File: src/hdl/apvd_pkg.sv
// Shared types and constants for the adjacency path VByte decoder.
package apvd_pkg;

   // Width of the value accumulator and of the group counter.
   localparam int ACC_BITS    = 21;
   localparam int GROUP_BITS  = 3;
   localparam int PAYLOAD_BITS = 7;

   // Byte format: payload in the low seven bits, continuation flag on top.
   localparam logic [PAYLOAD_BITS-1:0] PAYLOAD_MASK = 7'h7F;
   localparam int                      MORE_BIT     = 7;

   // Group counter limits: three groups fit the accumulator, the count saturates.
   localparam logic [GROUP_BITS-1:0] GROUPS_KEPT = 3'd3;
   localparam logic [GROUP_BITS-1:0] GROUP_MAX   = 3'd7;

   // Item kinds carried on tuser.
   localparam logic FUNC_TABLE  = 1'b0;
   localparam logic FUNC_STREAM = 1'b1;

   // Port widths.
   localparam int REQ_DATA_BITS = 40;
   localparam int NODE_PORT_BITS = 16;

   // Controller states.
   typedef enum logic [1:0] {
      ST_IDLE,
      ST_OUT,
      ST_READ
   } state_type;

   // Commands from the controller to the datapath.
   typedef struct packed {
      logic take_item;   // an input word is accepted this cycle
      logic rsp_taken;   // the output word is taken this cycle
      logic read_load;   // table read data is loaded into the output register
   } cmd_type;

   // Status from the datapath to the controller.
   typedef struct packed {
      logic item_emits;  // the offered input word produces at least one result
      logic out_last;    // the held output word is the final one of its item
   } status_type;

endpackage

File: src/hdl/apvd_ctrl.sv
// Controller state machine for the adjacency path VByte decoder.
module apvd_ctrl (
   input  logic                clock,
   input  logic                reset,
   input  logic                req_tvalid,
   output logic                req_tready,
   output logic                rsp_tvalid,
   input  logic                rsp_tready,
   input  apvd_pkg::status_type status,
   output apvd_pkg::cmd_type   cmd
);
   import apvd_pkg::*;

   state_type state_ff;
   state_type state_in;

   // State register.
   always_ff @(posedge clock) begin
      if (reset) begin
         state_ff <= ST_IDLE;
      end else begin
         state_ff <= state_in;
      end
   end

   // Next state.
   always_comb begin
      state_in = state_ff;
      case (state_ff)
         ST_IDLE: begin
            if (req_tvalid && status.item_emits) begin
               state_in = ST_OUT;
            end
         end
         ST_OUT: begin
            if (rsp_tready) begin
               state_in = status.out_last ? ST_IDLE : ST_READ;
            end
         end
         ST_READ: begin
            state_in = ST_OUT;
         end
         default: begin
            state_in = ST_IDLE;
         end
      endcase
   end

   // Handshake outputs and datapath commands.
   always_comb begin
      req_tready     = 1'b0;
      rsp_tvalid     = 1'b0;
      cmd            = '0;
      case (state_ff)
         ST_IDLE: begin
            req_tready    = 1'b1;
            cmd.take_item = req_tvalid;
         end
         ST_OUT: begin
            rsp_tvalid    = 1'b1;
            cmd.rsp_taken = rsp_tready;
         end
         ST_READ: begin
            cmd.read_load = 1'b1;
         end
         default: begin
            req_tready = 1'b0;
         end
      endcase
   end

   // A table read always hands its word to the output register next.
   assert property (@(posedge clock) disable iff (reset)
      state_ff == ST_READ |=> state_ff == ST_OUT)
      else $error("table read not followed by output");

   // A taken word that is not the last of its item starts a table read.
   assert property (@(posedge clock) disable iff (reset)
      (cmd.rsp_taken && !status.out_last) |=> cmd.read_load)
      else $error("path walk stopped early");

endmodule

File: config.mk
export PLATFORM = sky130hd
export DESIGN_NAME = apvd_ctrl
export DESIGN_NICKNAME = d
export VERILOG_FILES = /design/src/hdl/apvd_pkg.sv /design/src/hdl/apvd_ctrl.sv
export SDC_FILE = /design/constraint.sdc
export NUM_CORES = 1
export LEC_CHECK = 0
export ABC_CLOCK_PERIOD_IN_PS = 1050
export BUFFER_PORTS_ARGS = -buffer_cell sky130_fd_sc_hd__buf_4
export CORE_AREA = 4 4 41 43
export CTS_CLUSTER_DIAMETER = 120
export DETAILED_ROUTE_END_ITERATION = 8
export DIE_AREA = 0 0 45 47
export PLACE_DENSITY_LB_ADDON = 0.25
export SYNTH_ARGS = -nofsm -noshare
export SYNTH_HDL_FRONTEND = slang
export SYNTH_SLANG_ARGS = --single-unit
File: constraint.sdc
create_clock -name clock -period 1.05 [get_ports clock]
set_input_delay 0.105 -clock clock [delete_from_list [all_inputs] [get_ports clock]]
set_output_delay 0.105 -clock clock [all_outputs]
set_load 0.01 [all_outputs]
Yosys cells after proc, flatten, opt, wreduce, memory -nomap -nowiden. Cells that the tools add are included.

Register bits after elaboration: 2. Input port bits: 6. Output and inout port bits: 5. Logic and storage cells: 17.

Eq/ne operators: 4. Muxes and demuxes: 9. Reduce and logical (&&, ||, !) cells: 3.

Operators with widths (number): 2-bit 2-to-1 mux (3); 2-bit one-hot mux with 3 select lines (1); 1-bit 2-to-1 mux (5); 2-bit != test (second input constant) (2); 2-bit by 1-bit == test with 1-bit output (second input constant) (1); 2-bit == test (second input constant) (1); 2-bit zero test (1); 2-bit AND reduction (1); 1-bit logical AND (1).

Longest topological paths before layout.
Depth in word-level cells: 3. Gate-level depth with buffers: 2.

Worst setup path after synthesis. OpenSTA, ideal clock, no wires.

Kind: register -> register. Start: register state_ff[1]. End: register state_ff[0]. Data arrival time: 879 ps. Required time: 963 ps. Slack: 84 ps. Stages on the path, launching flop included: 3. Buffers on the path: 0. Clock period less this slack: 966 ps. Cells stage by stage: dfxtp_1 or4b_1 o31ai_1.

Word-level cells in the longest chain between the ends: 3. Elaborated cells between the ends (all ways): 7. Classes of those cells: 4 x eq/ne; 1 x mux; 2 x reduce/logical.

Ends and longest elaborated chain: start, declared (RTL line apvd_ctrl.sv:14) `state_type state_ff;`; start signal, assigned (RTL line apvd_ctrl.sv:22) `state_ff <= state_in;`; 2-bit by 1-bit == test with 1-bit output / 2-bit zero test (equally long branches) (RTL line apvd_ctrl.sv:29) `case (state_ff)`; 2-bit != test (no line); 2-bit AND reduction (no line).

Parallel ways exist; a longest one is shown, timed or not. A chain may end at the register's enable or synchronous reset.

==> results.ini <==
[status]
status=finished, violations left
violations=setup timing

[pwr]
leakage_nw=0.1247
power_per_cell_area_mw_per_mm2=1205
irDropWorstVdd_v=0.0004414

[critical_path]
cp_cell_sequence=buf_6 > and3b_2 > buf_6
crit_family=flip-flops
cp-startpoint=state_ff[1]
crit_type=reg2out
slowest_delay_ns=0.31
cp.buffers_inverters=2
end_kind=primary output
required_ns=0.94
crit_fanout=5
rr_startpoint=state_ff[1]
cp.arrival_ns=1.00
crit_path_frequent_cell=buf_6
startpoint_type=flop
slowest_stage=dfxtp_2

[placement]
placed_area_sq_um=205.2
port_buffers=10
place_inst=37
place_congestion=0.7437
place_ws_ns=0.06689

[yosys]
syn_nets=17
synth_top_cell_by_area=dfxtp_1
yosysTopAreaCellShare_pct=38.55
synth.ff_latch_count=2
yosysWarnings=0
syn_area_sq_um=103.9
synth_area_leaders=dfxtp_1 39%, and3b_2 9.6%, or4b_1 9.6%, and2b_1 7.2%, nor3b_1 7.2%
synth_cell_types=10
avgSynthCellArea_sq_um=9.441
synth_cells=11
ys_seq_area_share_pct=38.55

[global_routing]
grt_pass1_vias=151
track_usage_pct=4.890
grt_overflow_total=0
grt_pass1_wl_um=621
antenna_found_initial=0
grt_max_degree=7

[timing]
setup_ws_ns=-0.05222
min_period_ns=1.102
hold_viol_final=0
worst_slew_pin_slew_ns=0.1855
whs_ns=0.03382
slew_violations=0
skew_ns=0.001966
relSlewSlack_pct=87.53
finalSetupViolations=2
timing.fmax_ghz=0.9073
setup_tns_ns=-0.06477
rsz0062_at_grt=yes
finalCritPeriodShare_pct=105.0

[min_path]
hp-class=in2reg
min_from=status[0]

[clock_tree]
root_buffer=clkbuf_4
cts_made_buffers=3
clkTransAtPathRegs_ns=0.03
clkLatencyLatePin_ns=0.22
cts_tree=done
postCtsHoldBufs=0
cts_max_path_buffers=2
clock-sinks=2
htree_levels=1

[floorplan]
rows=13
io_pins=11
core_sq_mm=0.001301
die_x_um=45
die_area_sq_mm=0.002115
start_util_pct=7.981
die_h_um=47

[layout]
top_regs=state_ff x2
multi_input_area_sq_um=78.83
num_antenna_cells=0
final_common_cell=buf_4
areaGrowthSynthToFinish_pct=157.8
fin_cells=41
fillers=154
finish.instance_area_sq_um=267.8
layout_common_cells=8 x buf_4, 4 x buf_6, 3 x clkbuf_4
seqCellArea_sq_um=42.54
nets=34
largest_register=state_ff
largest_reg_flops=2
drive_gt1_share_pct=80.77

[route]
vias=144
via_per_inst=3.512
routed_wl_um=417
drc=0
routedWlPerCell_um=10.17
dr.pass1.iters=1
first_iter_violations=0
ant_nets=0

[flow_run]
maxCapViolCount=0

==> final cells by class <==
cell class	instances	area share, %
clock buffers	3	8.411
multi-input cells	9	29.44
flip-flops and latches	2	15.89
well taps	15	7.009
repair buffers	12	39.25
==> per-layer routing <==
metal	share of wire, %	routed length [um]	up-vias	track usage, %
met5	0	0	-	0
met4	0	0	0	1.754
met3	17	69	0	6.897
met2	38	157	10	5.932
met1	46	190	63	4.525
li1	-	-	71	-
==> cells in the mapped netlist, drive strengths merged <==
cell type / number
or4b: 1
o31ai: 1
nor2: 1
nor2b: 1
nor3b: 1
dfxtp: 2
a21oi: 1
and2b: 1
and2: 1
and3b: 1
==> logic make-up (layout without fill, tap and decap cells) <==
| group | Yosys count | after routing | share of synthesized area (%) |
|---|---|---|---|
| buffers and inverters | 0 | 15 | 0 |
| and+or+nand+nor | 7 | 7 | 49.41 |
| AOI/OAI and AO/OA | 2 | 2 | 12.05 |
| DFF | 2 | 2 | 38.56 |
==> worst paths after layout <==
| kind | end | slack (ns) | cells past startpoint |
|---|---|---|---|
| worst min-delay path | state_ff[1] | 0.03 | 2 |
| worst max-delay path | cmd[1] | -0.05 | 3 |
| worst min register to register | state_ff[0] | 0.52 | 2 |
| worst max register to register | state_ff[1] | 0.03 | 4 |
==> repair_timing <==
item / 4_1_cts / 5_1_grt
pin swaps: 2 / 0
setup endpoints to repair: 4 / 5
resized for setup: 9 / 1
endpoints found under the hold margin: 0 / 0
setup buffers: 1 / 0
==> power breakdown <==
part	internal, W	switching, W
registers	0.0000805	0.00000508
logic	0.0000438	0.0000230
clock network	0.000126	0.0000441
total	0.000250	0.0000721
==> worst reg2reg max path, delay by kind of cell (launching register included) <==
family	cells	cell delay, ns
flip-flops	1	0.32
AND/OR/NAND/NOR	2	0.36
buffers and inverters	2	0.24
==> through the flow <==
| step | total power, W | util [%] |
|---|---|---|
| finish | 0.0003225 | 20.58 |
| global route | 0.0003656 | 20.58 |
| CTS | 0.0003338 | 20.19 |
| detailed placement | 0.0001374 | 15.77 |
| global placement | 0.0001355 | 15.77 |
| floorplan | 0.0001014 | - |
Power figures use the tool's default switching activity.
